File: config.mk
export PLATFORM = sky130hd
export DESIGN_NAME = horner_value_derivative_integral_unit
export DESIGN_NICKNAME = d
export VERILOG_FILES = /design/src/sv/hvdi_pkg.sv /design/src/sv/hvdi_div.sv /design/src/sv/hvdi_mac.sv /design/src/sv/horner_value_derivative_integral_unit.sv
export SDC_FILE = /design/constraint.sdc
export NUM_CORES = 2
export LEC_CHECK = 0
export BUFFER_PORTS_ARGS = -buffer_cell sky130_fd_sc_hd__buf_2
export CAP_MARGIN = 20
export CORE_ASPECT_RATIO = 1.25
export CORE_MARGIN = 2
export CORE_UTILIZATION = 65
export DETAILED_ROUTE_END_ITERATION = 10
export PLACE_DENSITY = 0.83
export RECOVER_POWER = 100
export SETUP_SLACK_MARGIN = 0.1
export SLEW_MARGIN = 20
export SYNTH_ARGS = -nofsm -noshare
export SYNTH_HDL_FRONTEND = slang
export SYNTH_SLANG_ARGS = --single-unit
File: constraint.sdc
create_clock -name clk -period 11.7 [get_ports clk]
set_clock_uncertainty 0.1 [all_clocks]
set_input_delay 2.34 -clock clk [delete_from_list [all_inputs] [get_ports clk]]
set_output_delay 2.34 -clock clk [all_outputs]
set_load 0.01 [all_outputs]
File: src/sv/hvdi_pkg.sv
package hvdi_pkg;

	localparam int COEF_W    = 32;
	localparam int X_W       = 32;
	localparam int DEG_W     = 8;
	localparam int ACC_W     = 48;
	localparam int CFG_W     = 32;
	localparam int CFG_IDX_W = 1;
	localparam int DIV_CNT_W = $clog2(COEF_W);

	localparam logic [CFG_IDX_W-1:0] REG_X_POINT = 1'b0;
	localparam logic [CFG_IDX_W-1:0] REG_DEGREE  = 1'b1;

	localparam logic signed [ACC_W-1:0] ACC_MAX = {1'b0, {(ACC_W-1){1'b1}}};
	localparam logic signed [ACC_W-1:0] ACC_MIN = {1'b1, {(ACC_W-1){1'b0}}};

	typedef enum logic [2:0] {
		ST_IDLE,
		ST_DIV,
		ST_DERIV,
		ST_VALUE,
		ST_INTEG,
		ST_FINAL
	} seq_state_t;

	typedef enum logic [1:0] {
		MAC_IDLE,
		MAC_LO,
		MAC_HI,
		MAC_SUM
	} mac_phase_t;

endpackage

File: src/sv/hvdi_div.sv
module hvdi_div #(
	parameter int DVS_W = 9
) (
	input  logic                               clk,
	input  logic                               arst_n,
	input  logic                               start,
	input  logic signed [hvdi_pkg::COEF_W-1:0] dividend,
	input  logic        [DVS_W-1:0]            divisor,
	output logic                               busy,
	output logic signed [hvdi_pkg::COEF_W-1:0] quotient
);

	logic                              busy_q;
	logic [hvdi_pkg::DIV_CNT_W-1:0]    cnt_q;
	logic [DVS_W-1:0]                  rem_q;
	logic [DVS_W-1:0]                  dvs_q;
	logic [hvdi_pkg::COEF_W-1:0]       quo_q;
	logic                              neg_q;

	logic [DVS_W:0]                    trial;
	logic                              ge;
	logic [DVS_W-1:0]                  rem_n;
	logic [hvdi_pkg::COEF_W-1:0]       quo_n;
	logic [hvdi_pkg::COEF_W-1:0]       mag;

	assign mag   = dividend[hvdi_pkg::COEF_W-1] ? (~dividend + 1'b1) : dividend;
	assign trial = {rem_q, quo_q[hvdi_pkg::COEF_W-1]};
	assign ge    = trial >= {1'b0, dvs_q};
	assign rem_n = ge ? DVS_W'(trial - {1'b0, dvs_q}) : trial[DVS_W-1:0];
	assign quo_n = {quo_q[hvdi_pkg::COEF_W-2:0], ge};

	always_ff @(posedge clk or negedge arst_n) begin
		if (!arst_n) begin
			busy_q <= 1'b0;
			cnt_q  <= '0;
		end else if (start) begin
			busy_q <= 1'b1;
			cnt_q  <= hvdi_pkg::DIV_CNT_W'(hvdi_pkg::COEF_W - 1);
		end else if (busy_q) begin
			if (cnt_q == '0) begin
				busy_q <= 1'b0;
			end else begin
				cnt_q <= cnt_q - 1'b1;
			end
		end
	end

	// restoring divide on magnitudes, one quotient bit a cycle; sign fixed on the last step
	always_ff @(posedge clk) begin
		if (start) begin
			quo_q <= mag;
			rem_q <= '0;
			dvs_q <= divisor;
			neg_q <= dividend[hvdi_pkg::COEF_W-1];
		end else if (busy_q) begin
			rem_q <= rem_n;
			if (cnt_q == '0) begin
				quo_q <= neg_q ? (~quo_n + 1'b1) : quo_n;
			end else begin
				quo_q <= quo_n;
			end
		end
	end

	assign busy     = busy_q;
	assign quotient = quo_q;

endmodule

File: src/sv/hvdi_mac.sv
module hvdi_mac #(
	parameter int FRAC_BITS = 16
) (
	input  logic                              clk,
	input  logic                              arst_n,
	input  logic                              start,
	input  logic signed [hvdi_pkg::ACC_W-1:0] a,
	input  logic signed [hvdi_pkg::X_W-1:0]   x,
	input  logic signed [hvdi_pkg::ACC_W-1:0] addend,
	output logic                              busy,
	output logic signed [hvdi_pkg::ACC_W-1:0] result,
	output logic                              sat
);

	localparam int HALF_W = hvdi_pkg::ACC_W / 2;
	localparam int MUL_W  = HALF_W + 1 + hvdi_pkg::X_W;
	localparam int PROD_W = hvdi_pkg::ACC_W + hvdi_pkg::X_W;

	hvdi_pkg::mac_phase_t phase_q, phase_d;

	logic signed [hvdi_pkg::ACC_W-1:0] a_q;
	logic signed [hvdi_pkg::X_W-1:0]   x_q;
	logic signed [hvdi_pkg::ACC_W-1:0] add_q;
	logic signed [PROD_W-1:0]          prod_q;
	logic signed [hvdi_pkg::ACC_W-1:0] res_q;
	logic                              sat_q;

	logic signed [HALF_W:0]            mul_a;
	logic signed [MUL_W-1:0]           mul_p;
	logic signed [PROD_W:0]            sum_w;
	logic                              fits;

	always_ff @(posedge clk or negedge arst_n) begin
		if (!arst_n) begin
			phase_q <= hvdi_pkg::MAC_IDLE;
		end else begin
			phase_q <= phase_d;
		end
	end

	always_comb begin
		phase_d = phase_q;
		unique case (phase_q)
			hvdi_pkg::MAC_IDLE: if (start) phase_d = hvdi_pkg::MAC_LO;
			hvdi_pkg::MAC_LO:   phase_d = hvdi_pkg::MAC_HI;
			hvdi_pkg::MAC_HI:   phase_d = hvdi_pkg::MAC_SUM;
			hvdi_pkg::MAC_SUM:  phase_d = hvdi_pkg::MAC_IDLE;
			default:            phase_d = hvdi_pkg::MAC_IDLE;
		endcase
	end

	// low half is unsigned, high half carries the sign
	assign mul_a = (phase_q == hvdi_pkg::MAC_LO) ? $signed({1'b0, a_q[HALF_W-1:0]})
	                                             : $signed({a_q[hvdi_pkg::ACC_W-1],
	                                                        a_q[hvdi_pkg::ACC_W-1:HALF_W]});
	assign mul_p = mul_a * x_q;

	// arithmetic shift floors the scaled product
	assign sum_w = (PROD_W+1)'(prod_q >>> FRAC_BITS) + (PROD_W+1)'(add_q);
	assign fits  = (&sum_w[PROD_W:hvdi_pkg::ACC_W-1]) | ~(|sum_w[PROD_W:hvdi_pkg::ACC_W-1]);

	always_ff @(posedge clk) begin
		if (start && phase_q == hvdi_pkg::MAC_IDLE) begin
			a_q   <= a;
			x_q   <= x;
			add_q <= addend;
		end
		if (phase_q == hvdi_pkg::MAC_LO) begin
			prod_q <= PROD_W'(mul_p);
		end else if (phase_q == hvdi_pkg::MAC_HI) begin
			prod_q <= prod_q + (PROD_W'(mul_p) <<< HALF_W);
		end
		if (phase_q == hvdi_pkg::MAC_SUM) begin
			sat_q <= !fits;
			if (fits) begin
				res_q <= sum_w[hvdi_pkg::ACC_W-1:0];
			end else begin
				res_q <= sum_w[PROD_W] ? hvdi_pkg::ACC_MIN : hvdi_pkg::ACC_MAX;
			end
		end
	end

	assign busy   = phase_q != hvdi_pkg::MAC_IDLE;
	assign result = res_q;
	assign sat    = sat_q;

endmodule

File: src/sv/horner_value_derivative_integral_unit.sv
// Horner evaluation of a polynomial, its first derivative and its integral at x_point.
// Input stream (s_*): one coefficient per transfer, highest power first; s_tlast marks
// the constant term and closes the polynomial.
// Output stream (m_*): one result per polynomial, on the transfer that carried s_tlast.
// Config port: write x_point (index 0, Q15.16) or degree (index 1) while the block idles.
// Each coefficient is worked off in full before another is taken: a 32-step restoring divide of
// the coefficient by the remaining power count, then three multiply-adds on one shared
// 25x32 multiplier (split 48x32 product), and a return to idle. A closing coefficient
// adds one more multiply-add (integral times x) before m_tvalid rises.
// s_tready is high only between items.
// Once the power count reaches zero the divide is skipped and too_many_terms is flagged.
// The result sits in an output register; a stalled receiver holds it there and the
// block keeps taking coefficients of the next polynomial until that one's result is
// ready, where it waits for the register to drain.
// Reset clears the accumulators, the flags, x_point and degree; no output is pending.
module horner_value_derivative_integral_unit #(
	parameter int MAX_DEGREE = 255,
	parameter int FRAC_BITS  = 16
) (
	input  logic                                clk,
	input  logic                                arst_n,
	input  logic                                s_tvalid,
	output logic                                s_tready,
	input  logic [hvdi_pkg::COEF_W-1:0]         s_tdata,   // [31:0] coefficient
	input  logic                                s_tlast,   // last_coeff
	output logic                                m_tvalid,
	input  logic                                m_tready,
	output logic [3*hvdi_pkg::ACC_W-1:0]        m_tdata,   // [47:0] poly_value,
	                                                       // [95:48] derivative_value,
	                                                       // [143:96] integral_value
	output logic [1:0]                          m_tuser,   // [0] saturated, [1] too_many_terms
	input  logic                                cfg_we,
	input  logic [hvdi_pkg::CFG_IDX_W-1:0]      cfg_index,
	input  logic [hvdi_pkg::CFG_W-1:0]          cfg_wdata
);

	localparam int CW = $clog2(MAX_DEGREE + 2);

	hvdi_pkg::seq_state_t state_q, state_d;

	logic signed [hvdi_pkg::X_W-1:0]    x_point_q;
	logic        [hvdi_pkg::DEG_W-1:0]  degree_q;
	logic signed [hvdi_pkg::ACC_W-1:0]  value_acc_q;
	logic signed [hvdi_pkg::ACC_W-1:0]  deriv_acc_q;
	logic signed [hvdi_pkg::ACC_W-1:0]  integ_acc_q;
	logic        [CW-1:0]               count_q;
	logic                               started_q;
	logic                               sat_q;
	logic                               excess_q;
	logic signed [hvdi_pkg::COEF_W-1:0] coef_q;
	logic                               last_q;
	logic signed [hvdi_pkg::COEF_W-1:0] term_q;
	logic                               out_valid_q;
	logic signed [hvdi_pkg::ACC_W-1:0]  poly_out_q;
	logic signed [hvdi_pkg::ACC_W-1:0]  deriv_out_q;
	logic signed [hvdi_pkg::ACC_W-1:0]  integ_out_q;
	logic                               sat_out_q;
	logic                               excess_out_q;

	logic [CW-1:0]                      cnt_load;
	logic [CW-1:0]                      cnt_eff;
	logic                               accept;
	logic                               div_start;
	logic                               div_busy;
	logic signed [hvdi_pkg::COEF_W-1:0] div_quo;
	logic                               mac_start;
	logic                               mac_busy;
	logic signed [hvdi_pkg::ACC_W-1:0]  mac_a;
	logic signed [hvdi_pkg::ACC_W-1:0]  mac_add;
	logic signed [hvdi_pkg::ACC_W-1:0]  mac_res;
	logic                               mac_sat;
	logic                               finish;

	hvdi_div #(.DVS_W(CW)) u_div (
		.clk      (clk),
		.arst_n   (arst_n),
		.start    (div_start),
		.dividend ($signed(s_tdata)),
		.divisor  (cnt_eff),
		.busy     (div_busy),
		.quotient (div_quo)
	);

	hvdi_mac #(.FRAC_BITS(FRAC_BITS)) u_mac (
		.clk    (clk),
		.arst_n (arst_n),
		.start  (mac_start),
		.a      (mac_a),
		.x      (x_point_q),
		.addend (mac_add),
		.busy   (mac_busy),
		.result (mac_res),
		.sat    (mac_sat)
	);

	// degree is clamped and taken only on the first coefficient
	always_comb begin
		if (int'(degree_q) > MAX_DEGREE) begin
			cnt_load = CW'(MAX_DEGREE + 1);
		end else begin
			cnt_load = CW'(int'(degree_q) + 1);
		end
	end

	assign cnt_eff  = started_q ? count_q : cnt_load;
	assign s_tready = (state_q == hvdi_pkg::ST_IDLE);
	assign accept   = s_tvalid && s_tready;
	assign finish   = (state_q == hvdi_pkg::ST_FINAL) && !mac_busy && (!out_valid_q || m_tready);

	always_ff @(posedge clk or negedge arst_n) begin
		if (!arst_n) begin
			state_q <= hvdi_pkg::ST_IDLE;
		end else begin
			state_q <= state_d;
		end
	end

	always_comb begin
		state_d   = state_q;
		div_start = 1'b0;
		mac_start = 1'b0;
		mac_a     = deriv_acc_q;
		mac_add   = value_acc_q;
		unique case (state_q)
			hvdi_pkg::ST_IDLE: begin
				if (s_tvalid) begin
					if (cnt_eff != '0) begin
						div_start = 1'b1;
						state_d   = hvdi_pkg::ST_DIV;
					end else begin
						mac_start = 1'b1;
						state_d   = hvdi_pkg::ST_DERIV;
					end
				end
			end
			hvdi_pkg::ST_DIV: begin
				if (!div_busy) begin
					mac_start = 1'b1;
					state_d   = hvdi_pkg::ST_DERIV;
				end
			end
			hvdi_pkg::ST_DERIV: begin
				mac_a   = value_acc_q;
				mac_add = hvdi_pkg::ACC_W'(coef_q);
				if (!mac_busy) begin
					mac_start = 1'b1;
					state_d   = hvdi_pkg::ST_VALUE;
				end
			end
			hvdi_pkg::ST_VALUE: begin
				mac_a   = integ_acc_q;
				mac_add = hvdi_pkg::ACC_W'(term_q);
				if (!mac_busy) begin
					mac_start = 1'b1;
					state_d   = hvdi_pkg::ST_INTEG;
				end
			end
			hvdi_pkg::ST_INTEG: begin
				// integral from 0 to x is the Horner integral times x once more
				mac_a   = mac_res;
				mac_add = '0;
				if (!mac_busy) begin
					if (last_q) begin
						mac_start = 1'b1;
						state_d   = hvdi_pkg::ST_FINAL;
					end else begin
						state_d = hvdi_pkg::ST_IDLE;
					end
				end
			end
			hvdi_pkg::ST_FINAL: begin
				if (finish) begin
					state_d = hvdi_pkg::ST_IDLE;
				end
			end
			default: state_d = hvdi_pkg::ST_IDLE;
		endcase
	end

	always_ff @(posedge clk or negedge arst_n) begin
		if (!arst_n) begin
			x_point_q   <= '0;
			degree_q    <= '0;
			value_acc_q <= '0;
			deriv_acc_q <= '0;
			integ_acc_q <= '0;
			count_q     <= '0;
			started_q   <= 1'b0;
			sat_q       <= 1'b0;
			excess_q    <= 1'b0;
			out_valid_q <= 1'b0;
		end else begin
			if (cfg_we) begin
				case (cfg_index)
					hvdi_pkg::REG_X_POINT: x_point_q <= cfg_wdata[hvdi_pkg::X_W-1:0];
					hvdi_pkg::REG_DEGREE:  degree_q  <= cfg_wdata[hvdi_pkg::DEG_W-1:0];
					default: ;
				endcase
			end
			if (accept) begin
				started_q <= 1'b1;
				if (cnt_eff == '0) begin
					excess_q <= 1'b1;
				end else begin
					count_q <= cnt_eff - 1'b1;
				end
			end
			if (!mac_busy) begin
				if (state_q == hvdi_pkg::ST_DERIV) begin
					deriv_acc_q <= mac_res;
					sat_q       <= sat_q | mac_sat;
				end
				if (state_q == hvdi_pkg::ST_VALUE) begin
					value_acc_q <= mac_res;
					sat_q       <= sat_q | mac_sat;
				end
				if (state_q == hvdi_pkg::ST_INTEG) begin
					integ_acc_q <= mac_res;
					sat_q       <= sat_q | mac_sat;
				end
			end
			if (out_valid_q && m_tready && !finish) begin
				out_valid_q <= 1'b0;
			end
			if (finish) begin
				out_valid_q <= 1'b1;
				value_acc_q <= '0;
				deriv_acc_q <= '0;
				integ_acc_q <= '0;
				count_q     <= '0;
				started_q   <= 1'b0;
				sat_q       <= 1'b0;
				excess_q    <= 1'b0;
			end
		end
	end

	always_ff @(posedge clk) begin
		if (accept) begin
			coef_q <= $signed(s_tdata);
			last_q <= s_tlast;
			term_q <= '0;
		end
		if (state_q == hvdi_pkg::ST_DIV && !div_busy) begin
			term_q <= div_quo;
		end
		if (finish) begin
			poly_out_q   <= value_acc_q;
			deriv_out_q  <= deriv_acc_q;
			integ_out_q  <= mac_res;
			sat_out_q    <= sat_q | mac_sat;
			excess_out_q <= excess_q;
		end
	end

	assign m_tvalid = out_valid_q;
	assign m_tdata  = {integ_out_q, deriv_out_q, poly_out_q};
	assign m_tuser  = {excess_out_q, sat_out_q};

	a_idle_units: assert property (@(posedge clk) disable iff (!arst_n)
		(state_q == hvdi_pkg::ST_IDLE) |-> (!mac_busy && !div_busy))
		else $error("shared units busy while waiting for a coefficient");

	a_result_source: assert property (@(posedge clk) disable iff (!arst_n)
		$rose(out_valid_q) |-> ($past(state_q) == hvdi_pkg::ST_FINAL))
		else $error("result raised outside the closing step");

	a_clear_after: assert property (@(posedge clk) disable iff (!arst_n)
		finish |=> (!started_q && value_acc_q == '0 && !sat_q && !excess_q))
		else $error("polynomial state not cleared after result");

	a_div_only_in_div: assert property (@(posedge clk) disable iff (!arst_n)
		div_busy |-> (state_q == hvdi_pkg::ST_DIV))
		else $error("divider running outside its step");

endmodule
== Word-level counts from Yosys, hierarchy flattened ==
Cells that the tools add are included.
Cells by class
  bitwise operators: 6
  add/subtract/negate cells: 8
  magnitude comparators: 1
  multiply operators: 1
  reductions and logical operators: 42
  eq/ne operators: 18
  mux-type cells: 67
Operator list (number)
  $mux W48: 11
  $pmux W48 S3: 2
  $mux W32: 7
  $mux W80: 2
  $add A80 B80 Y80: 1
  $add A64 B48 Y65: 1
  $add A32 B1 Y32 const B: 2
  $not A32 Y32: 2
  $mul A25 B32 Y57: 1
  $mux W9: 5
  $reduce_and A34 Y1: 1
  $reduce_or A34 Y1: 1
  $mux W25: 1
  $mux W1: 24
  $mux W3: 7
  $reduce_bool A2 Y1: 10
  $pmux W3 S6: 1
  $reduce_and A2 Y1: 9
  $ne A2 B2 Y1 const B: 8
  $mux W5: 3
  $ge A10 B9 Y1: 1
  $add A8 B1 Y9 const B: 1
  $logic_not A9 Y1: 1
  $reduce_bool A9 Y1: 1
  other kinds (23): 40
Storage, ports and cells
  word-level logic and storage cells: 175
  bits in registers: 727
  input port bits: 71

== Logic depth before layout (Yosys ltp) ==
  word-level depth: 8
  mapped depth: 45
  mapped depth without buffers: 42

== Hierarchy ==
From an unflattened synthesis, not the netlist that was laid out.
Unflattened totals
  cells, all modules: 6587
  area total of the unflattened synthesis: 65903.2 µm²
By module, submodules not included
  hvdi_mac: cells each 4553, sequential area each 7287.0 µm², instances 1, area each 43691.9 µm²
  horner_value_derivative_integral_unit: cells each 1561, sequential area each 11340.9 µm², instances 1, area each 18017.3 µm²
  hvdi_div: cells each 473, sequential area each 1591.5 µm², instances 1, area each 4194.0 µm²

== Least setup slack after synthesis ==
OpenSTA, ideal clock, no wires.
  kind: reg-to-reg
  start point: register u_mac.phase_q[1]
  end point: register u_mac.prod_q[76], data pin
  path slack: 1260 ps
  stages on the path, launching flop included: 43
  data arrival time: 10069 ps
  cell sequence: dfrtp_1 -> inv_1 -> ha_1 -> clkbuf_1 -> clkbuf_1 -> clkbuf_1 -> mux2_2 -> clkbuf_1 -> nand2_1 -> fa_1 -> inv_1 -> fa_1 -> inv_1 -> fa_1 -> fa_1 -> fa_1 -> inv_1 -> fa_1 -> (+7 left out) -> nand3_1 -> nor3_1 -> o21a_1 -> o21a_1 -> nor2_1 -> xnor2_1 -> ha_1 -> a21o_1 -> a21o_1 -> a21o_1 -> a41oi_1 -> nor3_1 -> o31ai_1 -> a21oi_1 -> or3_1 -> a31oi_1 -> xor2_1 -> o21ai_0
Between the ends
  cells in the longest elaborated chain, start to end: 6
Ends and longest elaborated chain
  start, declared: RTL line hvdi_mac.sv:19  | hvdi_pkg::mac_phase_t phase_q, phase_d;
  start signal, assigned: RTL line hvdi_mac.sv:35  | phase_q <= hvdi_pkg::MAC_IDLE;
  start signal, assigned: RTL line hvdi_mac.sv:37  | phase_q <= phase_d;
  $eq A2 B1 Y1 (*): RTL line hvdi_mac.sv:53, hvdi_mac.sv:68
  $mux W25: RTL line hvdi_mac.sv:53  | assign mul_a = (phase_q == hvdi_pkg::MAC_LO) ? $signed({1'b0, a_q[HALF_W-1:0]})
  $mul A25 B32 Y57: RTL line hvdi_mac.sv:56  | assign mul_p = mul_a * x_q;
  $add A80 B80 Y80: RTL line hvdi_mac.sv:71  | prod_q <= prod_q + (PROD_W'(mul_p) <<< HALF_W);
  $mux W80: RTL line hvdi_mac.sv:70  | end else if (phase_q == hvdi_pkg::MAC_HI) begin
  $mux W80 (*): RTL line hvdi_mac.sv:68  | if (phase_q == hvdi_pkg::MAC_LO) begin
  end signal, assigned: RTL line hvdi_mac.sv:69  | prod_q <= PROD_W'(mul_p);
  end signal, assigned: RTL line hvdi_mac.sv:71
  end, declared: RTL line hvdi_mac.sv:24  | logic signed [PROD_W-1:0] prod_q;
Every way passes the cells marked *; elsewhere a longest branch is shown, timed or not. The select of a mux whose other input is x is not followed.
A chain may end at the register's enable or synchronous reset.

== Worst setup path after layout ==
Ends and elaborated chain as after synthesis.

==> results.md <==
- Status: finished with violations
- Failing checks: capacitance limit, slew limit
- Pin count of the biggest net entering global routing: 105
- Hold Path Class: flop to flop
- Final Setup Violations: 0
- Critical Path AT: 11690 ps
- Final TNS setup: 0 ps
- Syn_nets: between 7000 and 8000
- Dominant cells by area after synthesis: fa_1, edfxtp_1, dfrtp_1, ha_1, nand2_1
- RSZ-0062 raised after global routing: no
- Worst reg2reg path depth: 39
- Worst path slowest cell: mux2_2
- Register area share after synthesis: 31.2%
- CTS Buffer Depth: 3
- Die area: 102000 µm²
- Initial Util: 65.5%
- Congestion Overflow GR: 0
- Placed cells: 7755
- Reg area: 20200 µm²
- I/O Pins: 219
- Synth cell count leaders: nand2_1, inv_1, fa_1
- Synthesized cell area: 64800 µm²
- Share of layout cells above drive strength 1: 5.53%
- Total CTS buffers: 73
- Avg Cell Area, Syn: 9.99 µm²
- Non-Filler Instances: 7901
- Die height: 357 µm
- Fmax: ~0.088 GHz
- CTS sink cnt: 711
- DR DRC count: 0
- RD Place Congestion: 1.05
- Cell taking the most area after synthesis: fa_1
- Crit path kind: flop to flop
- Crit path launch type: flop
- Synth top area share: 25.4%
- Via count of the first global-routing pass: 51800
- Final hold vios: 0
- Drt pass-1 iters: 8
- FILL cells: about 7300
- First-pass GRT wire length: a little over 300 mm
- Final min period: ~11000 ps
- Crit end category: flop
- Initial drt markers: 4882
- Yosys reg bits: a little over 700
- Number of synthesized flops with an enable pin: 494
- Final period util: 97.4%
- Vias: 49500
- Worst-Margin Slew: 5780 ps
- PortBufs: 218
- Worst hold path depth: 0
- Row count: 129
- Async SR Flop Fraction: about 30%
- Cell variety after synth: 81
- Mapped Cells: 6487
- Antenna-violating nets left: 0
- GRT Util Overall: roughly two fifths
- CTS Root Cell: clkbuf_16
- Top-count cell post-synth: nand2_1
- Clock slew at reported path FFs: 80 ps
- Crit-path max FO: 32
- Critical Path Max Stage Delay: approximately 630 ps
- Via density: 6.27
- Max transition margin: -285%
- Synth-to-layout area growth: 6.99%
- Max cap viols: 24
- Initial antenna violation count: 8
- Hold Worst Slack: 339 ps
- Ys Warns: 0
- Max-slew violation count: 1162
- Die width: 286 µm
- Worst Path Required: approximately 12000 ps
- Core ar.: 98900 µm²
- Post-layout nets: 7715
- Clock H-tree levels: 3
- Routed length per instance: 24.9 µm
- Dpl hpwl: 153 mm
- Footprint of the multi-input gates: 40000 µm²
- Routed WL: 197 mm
- CTS tree: built
- Worst-Skew Late Latency: 700 ps
- Primary FF master, synth: edfxtp_1
[final cells by class]
class | instances | area share (%)
diodes | 4 | 0.0144
clock buffers | 98 | 2.95
clock inverters | 38 | 0.852
inverters | 890 | 4.82
multi-input cells | 4550 | 57.8
flip-flops and latches | 711 | 29.2
well taps | 1310 | 2.36
repair buffers | 300 | 2.07
[metrics by stage]
stage	utilization [%]	instance area (µm²)	setup slack [ps]
after floorplan	-	64800	1260
after global placement	67.7	66900	692
after detailed placement	67.7	67000	513
after CTS	70.3	69600	471
after global routing	70.0	69300	65.3
final	70.1	69300	298
[layout by cell type, fill, tap and decap left out, types with 31 or more instances in the layout]
master	n
nor3_1	51
nor2_1	229
and2_0	31
xor2_1	95
nor2b_1	59
o221a_2	36
and2_1	338
o21bai_1	31
clkbuf_16	75
dfrtp_1	208
edfxtp_1	494
clkbuf_1	220
fa_1	822
inv_1	885
xnor2_1	155
mux2_2	70
ha_1	294
o21ai_0	215
buf_2	36
nand2_1	965
buf_4	52
a211oi_1	53
a21o_1	110
nand4_1	44
nand3_1	112
mux2i_1	85
a21oi_1	376
nand2b_1	35
[layer usage]
layer  part of all wire [%]  wire [µm]  GRT usage (%)  vias to the layer above
li1                       -          -              -                    21300
met3                    8.9      17400           7.28                      708
met2                     48      93900           64.6                     2802
met4                    8.4      16400           28.0                       10
met1                     35      69000           47.3                    24700
met5                  0.030         59              0                        -
[cells by family (layout without fill, tap and decap cells)]
kind of cell,count (synthesis),after routing,share of synthesized area (%)
xor+xnor,251,251,3.39
mux,157,157,2.56
simple gates,1983,1983,14.3
flops,711,711,31.2
compound gates,1041,1041,10.2
buf+inv,1226,1326,7.14
fa+ha+maj,1118,1118,31.1
other cells,0,4,0
[sequential cells by signal, summed over array words and instances, names as in the netlist, 48 cells and up]
name          count
poly_out_q       48
u_mac.a_q        48
integ_out_q      48
value_acc_q      48
integ_acc_q      48
u_mac.add_q      48
deriv_out_q      48
u_mac.prod_q     64
u_mac.result     48
deriv_acc_q      48
[final timing paths]
| check | start | slack [ps] | endpoint |
|---|---|---|---|
| setup / recovery | u_mac.phase_q[1] | 300 | u_mac.prod_q[76] |
| hold / removal | x_point_q[25] | 340 | u_mac.x_q[25] |
| setup reg to reg | u_mac.phase_q[1] | 300 | u_mac.prod_q[76] |
| hold reg to reg | x_point_q[25] | 340 | u_mac.x_q[25] |
| max in group asynchronous | arst_n | 2090 | integ_acc_q[39] |
| min in group asynchronous | arst_n | 3640 | integ_acc_q[42] |
[what timing repair did]
item / CTS / global route
resized for setup: 0 / 5
hold endpoints to repair: 0 / 0
hold buffers: 0 / 0
endpoints found under the setup margin: 0 / 7
buffers inserted: 0 / 1
[worst max-delay path, delay by kind of cell, from the launching register on]
kind | cells | cell delay (ps)
compound gates | 10 | 2070
fa+ha+maj | 10 | 4440
xor+xnor | 2 | 340
simple gates | 7 | 2130
flops | 1 | 400
buf+inv | 9 | 950
mux | 1 | 630
Power is not shown: default switching activity piles up to over one toggle a cycle in this logic, so the estimate is an artifact.
